===== config.mk =====
export PLATFORM = sky130hd
export DESIGN_NAME = button_debounce_press_classifier
export DESIGN_NICKNAME = d
export VERILOG_FILES = /design/src/hdl/bdpc_pkg.sv /design/src/hdl/button_debounce_press_classifier.sv /design/src/hdl/bdpc_cfg.sv /design/src/hdl/bdpc_in_stage.sv /design/src/hdl/bdpc_core.sv
export SDC_FILE = /design/constraint.sdc
export NUM_CORES = 1
export LEC_CHECK = 0
export ABC_AREA = 1
export BUFFER_PORTS_ARGS = -buffer_cell sky130_fd_sc_hd__buf_2
export CAP_MARGIN = 20
export CORE_MARGIN = 5
export CORE_UTILIZATION = 60
export DETAILED_ROUTE_END_ITERATION = 7
export PLACE_DENSITY = 0.82
export RECOVER_POWER = 25
export SYNTH_ARGS = -nofsm -noshare
export SYNTH_HDL_FRONTEND = slang
export SYNTH_HIERARCHICAL = 1
export SYNTH_SLANG_ARGS = --single-unit

===== constraint.sdc =====
create_clock -name clk_i -period 9.54 [get_ports clk_i]
set_clock_uncertainty 0.15 [all_clocks]
set_input_delay 1.908 -clock clk_i [delete_from_list [all_inputs] [get_ports clk_i]]
set_output_delay 1.908 -clock clk_i [all_outputs]
set_load 0.03 [all_outputs]

===== src/hdl/bdpc_pkg.sv =====
// ----------------------------------------------------------------------------
// bdpc_pkg
// Shared types and constants of the button debounce and press classifier.
// ----------------------------------------------------------------------------
package bdpc_pkg;

  localparam int unsigned CfgWidth  = 16;
  localparam int unsigned TimeWidth = 32;

  localparam logic [CfgWidth-1:0] DebounceMsRst = 16'd15;
  localparam logic [CfgWidth-1:0] ShortMaxMsRst = 16'd1000;
  localparam logic [CfgWidth-1:0] LongMinMsRst  = 16'd3000;

  typedef enum logic [1:0] {
    CFG_DEBOUNCE_MS  = 2'd0,
    CFG_SHORT_MAX_MS = 2'd1,
    CFG_LONG_MIN_MS  = 2'd2
  } cfg_idx_e;

  typedef struct packed {
    logic [CfgWidth-1:0] debounce_ms;
    logic [CfgWidth-1:0] short_max_ms;
    logic [CfgWidth-1:0] long_min_ms;
  } cfg_t;

  typedef struct packed {
    logic                 raw_level;
    logic [TimeWidth-1:0] now_ms;
  } in_item_t;

  typedef struct packed {
    logic press_event;
    logic release_event;
    logic short_press_event;
    logic long_press_event;
    logic stable_level;
  } result_t;

endpackage


===== src/hdl/button_debounce_press_classifier.sv =====
// ----------------------------------------------------------------------------
// button_debounce_press_classifier
// Debounces an active-low button poll stream and flags press, release,
// short press and long press events, one result item per poll item.
// ----------------------------------------------------------------------------
// path: a poll item passes through the input register and then the result
// register; a stalled output holds it in the input register in between
// throughput: one item per cycle unless the output stalls, set by the
// state update between the input register and the result register
// reset: asynchronous, active low; configuration returns to 15/1000/3000 ms,
// button state returns to released, both stages empty
module button_debounce_press_classifier (
  input  logic                           clk_i,
  input  logic                           rst_ni,
  input  logic                           cfg_we_i,
  input  logic [1:0]                     cfg_idx_i,
  input  logic [bdpc_pkg::CfgWidth-1:0]  cfg_wdata_i,
  input  logic                           in_valid_i,
  output logic                           in_ready_o,
  input  logic                           raw_level_i,
  input  logic [bdpc_pkg::TimeWidth-1:0] now_ms_i,
  output logic                           out_valid_o,
  input  logic                           out_ready_i,
  output logic                           press_event_o,
  output logic                           release_event_o,
  output logic                           short_press_event_o,
  output logic                           long_press_event_o,
  output logic                           stable_level_o
);

  bdpc_pkg::cfg_t     cfg;
  bdpc_pkg::in_item_t in_item, stage_item;
  bdpc_pkg::result_t  result;
  logic               stage_valid, stage_take;

  assign in_item.raw_level = raw_level_i;
  assign in_item.now_ms    = now_ms_i;

  bdpc_cfg u_cfg (
    .clk_i       (clk_i),
    .rst_ni      (rst_ni),
    .cfg_we_i    (cfg_we_i),
    .cfg_idx_i   (cfg_idx_i),
    .cfg_wdata_i (cfg_wdata_i),
    .cfg_o       (cfg)
  );

  bdpc_in_stage u_in_stage (
    .clk_i        (clk_i),
    .rst_ni       (rst_ni),
    .in_valid_i   (in_valid_i),
    .in_ready_o   (in_ready_o),
    .item_i       (in_item),
    .item_valid_o (stage_valid),
    .item_take_i  (stage_take),
    .item_o       (stage_item)
  );

  bdpc_core u_core (
    .clk_i        (clk_i),
    .rst_ni       (rst_ni),
    .cfg_i        (cfg),
    .item_valid_i (stage_valid),
    .item_take_o  (stage_take),
    .item_i       (stage_item),
    .out_valid_o  (out_valid_o),
    .out_ready_i  (out_ready_i),
    .result_o     (result)
  );

  assign press_event_o       = result.press_event;
  assign release_event_o     = result.release_event;
  assign short_press_event_o = result.short_press_event;
  assign long_press_event_o  = result.long_press_event;
  assign stable_level_o      = result.stable_level;

endmodule


===== src/hdl/bdpc_cfg.sv =====
// ----------------------------------------------------------------------------
// bdpc_cfg
// Configuration registers, written through a plain write port.
// ----------------------------------------------------------------------------
module bdpc_cfg (
  input  logic                          clk_i,
  input  logic                          rst_ni,
  input  logic                          cfg_we_i,
  input  logic [1:0]                    cfg_idx_i,
  input  logic [bdpc_pkg::CfgWidth-1:0] cfg_wdata_i,
  output bdpc_pkg::cfg_t                cfg_o
);

  bdpc_pkg::cfg_t cfg_q, cfg_d;

  always_comb begin
    cfg_d = cfg_q;
    if (cfg_we_i) begin
      unique case (bdpc_pkg::cfg_idx_e'(cfg_idx_i))
        bdpc_pkg::CFG_DEBOUNCE_MS:  cfg_d.debounce_ms  = cfg_wdata_i;
        bdpc_pkg::CFG_SHORT_MAX_MS: cfg_d.short_max_ms = cfg_wdata_i;
        bdpc_pkg::CFG_LONG_MIN_MS:  cfg_d.long_min_ms  = cfg_wdata_i;
        default:                    cfg_d = cfg_q;
      endcase
    end
  end

  always_ff @(posedge clk_i or negedge rst_ni) begin
    if (!rst_ni) begin
      cfg_q.debounce_ms  <= bdpc_pkg::DebounceMsRst;
      cfg_q.short_max_ms <= bdpc_pkg::ShortMaxMsRst;
      cfg_q.long_min_ms  <= bdpc_pkg::LongMinMsRst;
    end else begin
      cfg_q <= cfg_d;
    end
  end

  assign cfg_o = cfg_q;

endmodule


===== src/hdl/bdpc_in_stage.sv =====
// ----------------------------------------------------------------------------
// bdpc_in_stage
// Input register that holds one poll item until the core takes it.
// ----------------------------------------------------------------------------
module bdpc_in_stage (
  input  logic                 clk_i,
  input  logic                 rst_ni,
  input  logic                 in_valid_i,
  output logic                 in_ready_o,
  input  bdpc_pkg::in_item_t   item_i,
  output logic                 item_valid_o,
  input  logic                 item_take_i,
  output bdpc_pkg::in_item_t   item_o
);

  logic               valid_q, valid_d;
  bdpc_pkg::in_item_t item_q;

  assign in_ready_o = !valid_q || item_take_i;

  always_comb begin
    valid_d = valid_q;
    if (in_ready_o) begin
      valid_d = in_valid_i;
    end
  end

  always_ff @(posedge clk_i or negedge rst_ni) begin
    if (!rst_ni) begin
      valid_q <= 1'b0;
    end else begin
      valid_q <= valid_d;
    end
  end

  always_ff @(posedge clk_i) begin
    if (in_ready_o && in_valid_i) begin
      item_q <= item_i;
    end
  end

  assign item_valid_o = valid_q;
  assign item_o       = item_q;

endmodule


===== src/hdl/bdpc_core.sv =====
// ----------------------------------------------------------------------------
// bdpc_core
// Debounce and press state, event logic and result register.
// ----------------------------------------------------------------------------
module bdpc_core (
  input  logic               clk_i,
  input  logic               rst_ni,
  input  bdpc_pkg::cfg_t     cfg_i,
  input  logic               item_valid_i,
  output logic               item_take_o,
  input  bdpc_pkg::in_item_t item_i,
  output logic               out_valid_o,
  input  logic               out_ready_i,
  output bdpc_pkg::result_t  result_o
);

  localparam int unsigned TW = bdpc_pkg::TimeWidth;
  localparam int unsigned CW = bdpc_pkg::CfgWidth;

  logic          filter_q, filter_d;
  logic          deb_q, deb_d;
  logic          debouncing_q, debouncing_d;
  logic [TW-1:0] deb_start_q, deb_start_d;
  logic          long_pend_q, long_pend_d;
  logic [TW-1:0] press_start_q, press_start_d;
  logic          out_valid_q, out_valid_d;

  bdpc_pkg::result_t result_q, result_d;

  logic          changed, deb_active, expire, edge_seen;
  logic          long_mid;
  logic [TW-1:0] deb_diff, press_diff, long_diff;
  logic          advance, step;

  assign advance     = !out_valid_q || out_ready_i;
  assign step        = item_valid_i && advance;
  assign item_take_o = advance;

  always_comb begin
    changed      = item_i.raw_level != filter_q;
    filter_d     = item_i.raw_level;
    deb_active   = changed || debouncing_q;
    deb_start_d  = changed ? item_i.now_ms : deb_start_q;
    deb_diff     = item_i.now_ms - deb_start_d;
    expire       = deb_active && (deb_diff >= {{(TW-CW){1'b0}}, cfg_i.debounce_ms});
    deb_d        = expire ? filter_d : deb_q;
    debouncing_d = deb_active && !expire;
    edge_seen    = deb_d != deb_q;

    result_d.press_event   = edge_seen && !deb_d;
    result_d.release_event = edge_seen && deb_d;
    press_diff = item_i.now_ms - press_start_q;
    result_d.short_press_event = result_d.release_event &&
      (press_diff <= {{(TW-CW){1'b0}}, cfg_i.short_max_ms});

    long_mid      = result_d.press_event || (long_pend_q && !result_d.release_event);
    press_start_d = result_d.press_event ? item_i.now_ms : press_start_q;
    long_diff     = item_i.now_ms - press_start_d;
    result_d.long_press_event = long_mid && !deb_d &&
      (long_diff >= {{(TW-CW){1'b0}}, cfg_i.long_min_ms});
    long_pend_d = long_mid && !result_d.long_press_event;

    result_d.stable_level = deb_d;
  end

  always_comb begin
    out_valid_d = out_valid_q;
    if (advance) begin
      out_valid_d = item_valid_i;
    end
  end

  always_ff @(posedge clk_i or negedge rst_ni) begin
    if (!rst_ni) begin
      filter_q      <= 1'b1;
      deb_q         <= 1'b1;
      debouncing_q  <= 1'b0;
      deb_start_q   <= '0;
      long_pend_q   <= 1'b0;
      press_start_q <= '0;
      out_valid_q   <= 1'b0;
    end else begin
      out_valid_q <= out_valid_d;
      if (step) begin
        filter_q      <= filter_d;
        deb_q         <= deb_d;
        debouncing_q  <= debouncing_d;
        deb_start_q   <= deb_start_d;
        long_pend_q   <= long_pend_d;
        press_start_q <= press_start_d;
      end
    end
  end

  always_ff @(posedge clk_i) begin
    if (step) begin
      result_q <= result_d;
    end
  end

  assign out_valid_o = out_valid_q;
  assign result_o    = result_q;

endmodule

## After elaboration in Yosys (flattened, before gate mapping)

Index checks and enable logic that the tools add are counted.

| operators by class | value |
|---|---|
| mux-type cells | 3 |
| magnitude comparators | 3 |
| reductions and logical operators | 25 |
| eq/ne operators | 4 |
| add/sub/neg operators | 3 |

Operators with widths:

| cell | number |
|---|---|
| subtractor 32 bit | 3 |
| >= comparator 32 x 16 -> 1 bit | 2 |
| two-way mux 32 bit | 2 |
| less-or-equal comparator 32 x 16 -> 1 bit | 1 |
| logical AND 1 bit | 11 |
| logical NOT 1 bit | 6 |
| AND reduction 2 bit | 3 |
| logical OR 1 bit | 4 |
| equality test 2 x 1 -> 1 bit, second input constant | 1 |
| equality test 2 bit, second input constant | 1 |
| logical NOT 2 bit | 1 |
| inequality test 1 bit | 2 |
| two-way mux 1 bit | 1 |

| storage, ports and cells | value |
|---|---|
| bits of input ports | 56 |
| bits in registers | 156 |

## Depth between registers and ports, before layout

Gate-level depths: netlist (run 1).

| logic depth | value |
|---|---|
| word-level depth | 15 |
| gate-level depth with buffers | 62 |
| depth with buffers taken out | 56 |

## Cells and area by module

Netlist (run 1), hierarchy kept.

By module, submodules not included:

| module | area an instance (sq um) | times used | cells an instance |
|---|---|---|---|
| bdpc_core | 10,361.2 | 1 | 1,638 |
| bdpc_cfg | 2,065.7 | 1 | 214 |
| bdpc_in_stage | 1,036.0 | 1 | 39 |

## Worst setup path after synthesis (run 1)

Ideal clock, no wire load.

| path | value |
|---|---|
| kind | register to register |
| start point | register u_core.filter_q |
| end point | register u_core.result_q, in the netlist u_core/result_o[1] (data pin) |
| cell stages (with the launch flop) | 59 |
| slack | 1.858 ns |
| data arrival time | 7.281 ns |
| cell sequence | dfstp_2 -> nand2_1 -> nand2_4 -> buf_6 -> buf_6 -> clkbuf_1 -> nand2_1 -> o21ai_0 -> ha_1 -> inv_1 -> ha_1 -> inv_1 -> nand2_1 -> nand3_1 -> nand3_2 -> xor2_1 -> ha_1 -> nand2_1 -> [... 23 more ...] -> nand2_2 -> nand2_2 -> nand2_2 -> nand2_2 -> xor2_1 -> ha_1 -> a21oi_1 -> nor2_1 -> nor2_1 -> o21ai_0 -> a21oi_1 -> nand3_1 -> nor2_1 -> nand3_1 -> nor2_1 -> nand2_1 -> nand2_1 -> inv_1 |

RTL lines:

| what | RTL line | text |
|---|---|---|
| start, declared | bdpc_core.sv:20 | `logic filter_q, filter_d;` |
| start signal, assigned | bdpc_core.sv:85 | `filter_q <= filter_d;` |
| end signal, assigned | bdpc_core.sv:97 | `result_q <= result_d;` |
| end, declared | bdpc_core.sv:28 | `bdpc_pkg::result_t result_q, result_d;` |

==> flow_metrics.py, run 1 <==
metrics = {
    "place": {
        "numPortBuffers": 62,
        "hpwl_um": 29410,
        "gp_congestion": 0.9720,
        "place_ws_ns": 1.281,
    },
    "run": {
        "drv_cap": 1,
    },
    "timing": {
        "fin_hold_ws_ns": 0.3158,
        "min_period_ns": 8.419,
        "tightest_slew_ns": 3.799,
        "setup_ws_ns": 1.121,
        "fmax_mhz": 118.8,
        "relSlewSlack": -1.533,
        "fin_crit_sh": 0.8825,
        "rsz0062_at_grt": "false",
        "finalSetupViolations": 0,
        "setup_tns_ns": 0,
        "hold_viol_final": 0,
        "slew_violations": 68,
    },
    "power": {
        "power_mw": 4.459,
        "switchingPower_mw": 2.201,
        "swShare": 0.4937,
        "static-leakage-power_nw": 7.566,
        "power_frac_comb": 0.630,
        "vdd_drop_max_uv": 145.0,
        "pwr_density_cell_nw_per_um2": 306.9,
        "pwr-share-clk": 0.154,
        "internal-power_mw": 2.258,
        "p_seq_frac": 0.216,
    },
    "die": {
        "io_pins": 63,
        "design.die.area_um2": 25530,
        "rows": 54,
        "core_region_area_um2": 21960,
        "die_h_um": 159.8,
        "die_w_um": 159.8,
        "start_util": 0.6131,
    },
    "clock_network": {
        "clock-root-buffer": "clkbuf_16",
        "cts_max_level": 4,
        "postCtsHoldBufs": 0,
        "clk_latency_ns": 0.44,
        "post_cts.repair.setup_buffers": 0,
        "tritoncts": "built",
        "cts_repair_resize_count": 0,
        "cts_sinks": 156,
        "path_clk_slew_ns": 0.07,
        "cts_buffers": 17,
        "clk_path_buf_depth": 2,
    },
    "synthesis": {
        "synthCells": 1891,
        "synth_top_family_by_area": "simple AND/OR/NAND/NOR gates",
        "synth_compound_gate_area_share": 0.1307,
        "synth-edff-count": 38,
        "synth_adder_area_share": 0.1219,
        "syn-cell-area_um2": 13460,
        "yosys.area_share.simple": 0.2924,
        "synthDistinctLibCells": 52,
        "yosysWarnings": 6,
        "synth_flop_cell": "dfrtp_1",
        "syn-num-nets": 2077,
        "synth.avg_cell_area_um2": 7.119,
        "synth_seq_cells": 156,
        "seq_area_frac_synth": 0.3059,
        "synth_xor_area_frac": 0.03578,
        "synthMuxAreaShare": 0.01571,
        "async_reset_ff_frac": 0.7564,
    },
    "setup_path": {
        "worst-r2r-cell-count": 53,
        "endpoint_kind": "register",
        "r2r_end": "u_core/result_o[1]$_DFFE_PP_",
        "worstReg2RegStart": "u_core/filter_q$_DFFE_PN1P_",
        "max_stage_delay_ns": 0.55,
        "path_max_fanout": 68,
        "cp-start-kind": "register",
        "crit_arrival_ns": 8.47,
        "crit_type": "register to register",
        "critPathSlowestCell": "dfstp_2",
        "rrSetupSlack_ns": 1.12,
        "cp-endpoint": "u_core/result_o[1]$_DFFE_PP_",
        "startpoint": "u_core/filter_q$_DFFE_PN1P_",
        "crit_top_cell": "nand2_2",
        "cp_data_required_time_ns": 9.59,
    },
    "detailed_routing": {
        "drt-initial-drc-count": 1319,
        "first_pass_iters": 8,
        "viasPerCell": 5.825,
        "routed_wl_um": 37900,
        "drc": 0,
        "drtAntennaViolNets": 0,
        "vias": 12973,
        "wl_per_cell_um": 17.02,
    },
    "finish": {
        "fillers": 1891,
        "synthToLayoutAreaGrowth_pct": 7.937,
        "fin_util": 0.6618,
        "nets": 2120,
        "final_common_cell": "nand2_1",
        "drive_gt1_frac": 0.1084,
        "antennaDiodeCount": 0,
        "layout_common_cells": "539 x nand2_1, 258 x inv_1, 131 x o21ai_0",
    },
    "global_route": {
        "grt_pass1_wl_um": 61050,
        "antenna_found_initial": 0,
        "grt_overflow": 0,
        "grtUsageTotal": 0.2930,
        "grt_pass1_vias": 12158,
        "grt_start_max_net_pins": 69,
    },
    "outcome": {
        "status": "finished with violations",
        "violations": "capacitance limit, slew limit",
    },
    "worst_hold_path": {
        "hold_path.class": "register to register",
    },
}
## how the worst min path moves through the flow
stage	endpoint	slack, ns	start	depth (start not counted)
global route	u_cfg/cfg_o[23]$_DFFE_PN1P_	0.33	u_cfg/cfg_o[23]$_DFFE_PN1P_	2
floorplan	u_core/long_pend_q$_DFFE_PN0P_	0.29	u_core/long_pend_q$_DFFE_PN0P_	2
finish	u_cfg/cfg_o[5]$_DFFE_PN1P_	0.32	u_cfg/cfg_o[5]$_DFFE_PN1P_	2
detailed placement	u_cfg/cfg_o[23]$_DFFE_PN1P_	0.31	u_cfg/cfg_o[23]$_DFFE_PN1P_	2
CTS	u_cfg/cfg_o[3]$_DFFE_PN1P_	0.32	u_cfg/cfg_o[3]$_DFFE_PN1P_	2
global placement	u_cfg/cfg_o[23]$_DFFE_PN1P_	0.30	u_cfg/cfg_o[23]$_DFFE_PN1P_	2
## synthesized netlist by cell type, drive strengths merged (11+ instances only)
library cell  instances  area share
dfrtp                99        0.18
clkbuf               21      0.0059
xnor2                18       0.012
buf                  23       0.014
mux2i                20       0.015
o21ai               150       0.056
nand4                50       0.024
nand2               566        0.16
inv                 277       0.078
ha                  128        0.12
nor3                 15      0.0059
nand3               114       0.053
dfstp                19       0.037
xor2                 37       0.024
nor2                130       0.040
a21boi               11      0.0061
edfxtp               38       0.085
a21oi               115       0.043
## worst max-delay path, delay by kind of cell, from the launching register on
family / cells / cell delay [ns]
fa+ha+maj: 5 / 1.31
flops: 1 / 0.55
simple gates: 30 / 2.91
buf+inv: 5 / 0.76
xor+xnor: 2 / 0.33
compound gates: 11 / 2.11
## state kept, by name, summed over array words and instances (netlist names), 5 cells and up
name / cells
u_in_stage/item_o: 33
u_core/result_o: 5
u_cfg/cfg_o: 48
u_core/deb_start_q: 32
u_core/press_start_q: 32
## layer usage
| layer | GRT usage | wire length [um] | vias up |
|---|---|---|---|
| met3 | 0.04562 | 2871 | 94 |
| met1 | 0.4058 | 16660 | 6005 |
| met2 | 0.4737 | 17110 | 597 |
| met5 | 0 | 0 | - |
| li1 | - | - | 6277 |
| met4 | 0.09660 | 1259 | 0 |
## logic make-up after synthesis
| kind of cell | Yosys count |
|---|---|
| AO/OA/AOI/OAI | 321 |
| adder cells (fa/ha/maj) | 130 |
| flip-flops | 156 |
| buffers and inverters | 322 |
| AND/OR/NAND/NOR | 886 |
| XOR/XNOR | 55 |
| multiplexers | 21 |
## cell type report
cell class | count | area [um^2] | share of cell area
inverter | 278 | 1049 | 0.07215
multi-input combinational | 1413 | 8058 | 0.5545
timing repair buffer | 68 | 372.9 | 0.02566
clock inverter | 14 | 155.1 | 0.01068
clock buffer | 18 | 429.2 | 0.02953
sequential | 156 | 4118 | 0.2834
tap | 280 | 350.3 | 0.02411
## power groups by stage
| stage | sequential (mW) | combinational, mW | clock, mW |
|---|---|---|---|
| 2_1_floorplan | 0.942 | 2.09 | 0 |
| 4_1_cts | 0.959 | 2.74 | 0.700 |
| 3_3_place_gp | 0.961 | 2.63 | 0 |
| 3_5_place_dp | 0.969 | 2.71 | 0 |
| 5_1_grt | 0.980 | 3.14 | 0.732 |
| 6_report | 0.962 | 2.81 | 0.688 |
## through the flow
step           instance area, um^2  cells
6_report                     14530   2227
5_1_grt                      14530   2227
4_1_cts                      14510   2226
3_5_place_dp                 13920   2194
3_3_place_gp                 13920   2194
2_1_floorplan                13460   1891
No activity file was read; power rests on OpenSTA's default activity.
==> run 2, diff against run 1 <==
CTS_CLUSTER_DIAMETER = 200   (was unset)
SYNTH_HIERARCHICAL = unset   (was 1)
==> flow_metrics.py, run 2 <==
metrics = {
    "outcome": {
        "status": "finished with violations",
        "violations": "capacitance limit, slew limit",
    },
    "detailed_routing": {
        "wl_per_cell_um": 16.95,
        "routed_wl_um": 37900,
        "drtAntennaViolNets": 0,
        "drc": 0,
        "vias": 12610,
        "viasPerCell": 5.640,
        "drt-initial-drc-count": 1041,
        "first_pass_iters": 6,
    },
    "clock_network": {
        "post_cts.repair.setup_buffers": 0,
        "cts_max_level": 4,
        "postCtsHoldBufs": 0,
        "cts_sinks": 156,
        "clock-root-buffer": "clkbuf_16",
        "path_clk_slew_ns": 0.08,
        "clk_path_buf_depth": 2,
        "cts_repair_resize_count": 0,
        "clk_latency_ns": 0.45,
        "cts_buffers": 17,
        "tritoncts": "built",
    },
    "synthesis": {
        "yosysTopAreaCell": "dfrtp_1",
        "synth_top_area_frac": 0.1865,
        "async_reset_ff_frac": 0.7564,
        "syn-num-nets": 2079,
        "synth_common_cells": "516 x nand2_1, 290 x inv_1, 199 x o21ai_0",
        "synthDistinctLibCells": 54,
        "seq_area_frac_synth": 0.3101,
        "synthCells": 1893,
        "synth_seq_cells": 156,
        "syn-cell-area_um2": 13280,
        "synth_flop_cell": "dfrtp_1",
        "yosysWarnings": 0,
        "yosys-top-cells-area": "dfrtp_1 19%, nand2_1 15%, ha_1 12%",
        "yosysMostFrequentCell": "nand2_1",
        "synth.avg_cell_area_um2": 7.015,
        "synth-edff-count": 38,
    },
    "die": {
        "io_pins": 63,
        "die_h_um": 158.8,
        "die_w_um": 158.8,
        "design.die.area_um2": 25210,
        "rows": 54,
        "start_util": 0.6085,
        "core_region_area_um2": 21820,
    },
    "timing": {
        "rsz0062_at_grt": "false",
        "fmax_mhz": 119.8,
        "min_period_ns": 8.350,
        "setup_tns_ns": 0,
        "hold_viol_final": 0,
        "slew_violations": 63,
        "relSlewSlack": -1.223,
        "finalSetupViolations": 0,
        "tightest_slew_ns": 3.334,
        "fin_crit_sh": 0.8753,
    },
    "global_route": {
        "grtUsageTotal": 0.2944,
        "grt_start_max_net_pins": 65,
        "grt_pass1_wl_um": 61180,
        "grt_overflow": 0,
        "grt_pass1_vias": 12164,
        "antenna_found_initial": 1,
    },
    "setup_path": {
        "crit_type": "register to register",
        "critPathSlowestCell": "dfstp_2",
        "cp_data_required_time_ns": 9.58,
        "endpoint_kind": "register",
        "cp-start-kind": "register",
        "crit_arrival_ns": 8.40,
        "crit_family": "simple AND/OR/NAND/NOR gates",
        "max_stage_delay_ns": 0.56,
        "worst-path-buf-inv": 9,
        "path_max_fanout": 44,
    },
    "place": {
        "numPortBuffers": 62,
        "gp_congestion": 0.9722,
        "hpwl_um": 29390,
        "place_inst": 2203,
    },
    "power": {
        "pwr_density_cell_nw_per_um2": 342.5,
        "static-leakage-power_nw": 7.464,
        "vdd_drop_max_uv": 188.0,
    },
    "finish": {
        "antennaDiodeCount": 0,
        "final_common_cell": "nand2_1",
        "nets": 2129,
        "fillers": 1861,
        "layout_common_cells": "515 x nand2_1, 290 x inv_1, 199 x o21ai_0",
        "final_cells": 2236,
        "drive_gt1_frac": 0.1022,
        "synthToLayoutAreaGrowth_pct": 8.932,
        "largest_register_ffs": 48,
    },
    "run": {
        "drv_cap": 1,
    },
    "worst_hold_path": {
        "hold_path.class": "register to register",
    },
}
[run 2: cells by family after synthesis]
| family | Yosys count | synth area share |
|---|---|---|
| AOI/OAI and AO/OA | 377 | 0.1553 |
| DFF | 156 | 0.3101 |
| and+or+nand+nor | 839 | 0.2790 |
| adders and majority gates | 130 | 0.1236 |
| buffers and inverters | 341 | 0.09911 |
| xor gates and xnor gates | 50 | 0.03298 |
[run 2: through the flow]
stage                 util  hold WS, ns  worst slack, ns  instance area (um^2)  power (mW)
detailed placement  0.6327       0.3158            1.551                 13810       4.079
floorplan                -       0.2915            1.992                 13280       3.385
finish              0.6629       0.3363            1.190                 14470       4.955
global route        0.6629       0.3583           0.4006                 14470       5.432
global placement    0.6327       0.3114            1.842                 13810       3.984
CTS                 0.6624       0.3359            1.305                 14460       4.905
[run 2: final cells by class]
type	count	area, um^2	area share
clock inverter	15	222.7	0.01540
tap	280	350.3	0.02422
sequential	156	4118	0.2846
inverter	304	1141	0.07888
multi-input combinational	1396	7849	0.5426
timing repair buffer	68	360.3	0.02491
clock buffer	17	425.4	0.02941
[run 2: path summary, 6_finish.rpt]
| kind | startpoint | to | slack (ns) | cells past startpoint |
|---|---|---|---|---|
| setup / recovery | u_core.filter_q$_DFFE_PN1P_ | u_core.result_o[1]$_DFFE_PP_ | 1.19 | 52 |
| hold / removal | u_core.deb_start_q[21]$_DFFE_PN0P_ | u_core.deb_start_q[21]$_DFFE_PN0P_ | 0.34 | 2 |
| setup reg to reg | u_core.filter_q$_DFFE_PN1P_ | u_core.result_o[1]$_DFFE_PP_ | 1.19 | 52 |
| hold reg to reg | u_core.deb_start_q[21]$_DFFE_PN0P_ | u_core.deb_start_q[21]$_DFFE_PN0P_ | 0.34 | 2 |
| max in group asynchronous | rst_ni | u_core.press_start_q[9]$_DFFE_PN0P_ | 4.72 | 2 |
| min in group asynchronous | rst_ni | u_cfg.cfg_o[38]$_DFFE_PN0P_ | 2.41 | 1 |
[run 2: worst reg2reg max path, delay by kind of cell (launching register included)]
family	cells	cell delay, ns
AND/OR/NAND/NOR	25	2.50
AO/OA/AOI/OAI	12	1.99
adder cells (fa/ha/maj)	4	1.40
buffers and inverters	9	1.11
flip-flops	1	0.56
XOR/XNOR	2	0.35
[run 2: power breakdown]
group	internal, mW	switching [mW]	total, mW
Clock	0.428	0.344	0.772
Sequential	0.882	0.134	1.02
Combinational	1.17	2.00	3.17
[run 2: layer usage]
metal	track usage	up-vias	part of all wire
li1	-	6269	-
met1	0.3991	5854	0.44
met2	0.4749	417	0.46
met3	0.05806	70	0.076
met4	0.09660	0	0.027
met5	0	-	0
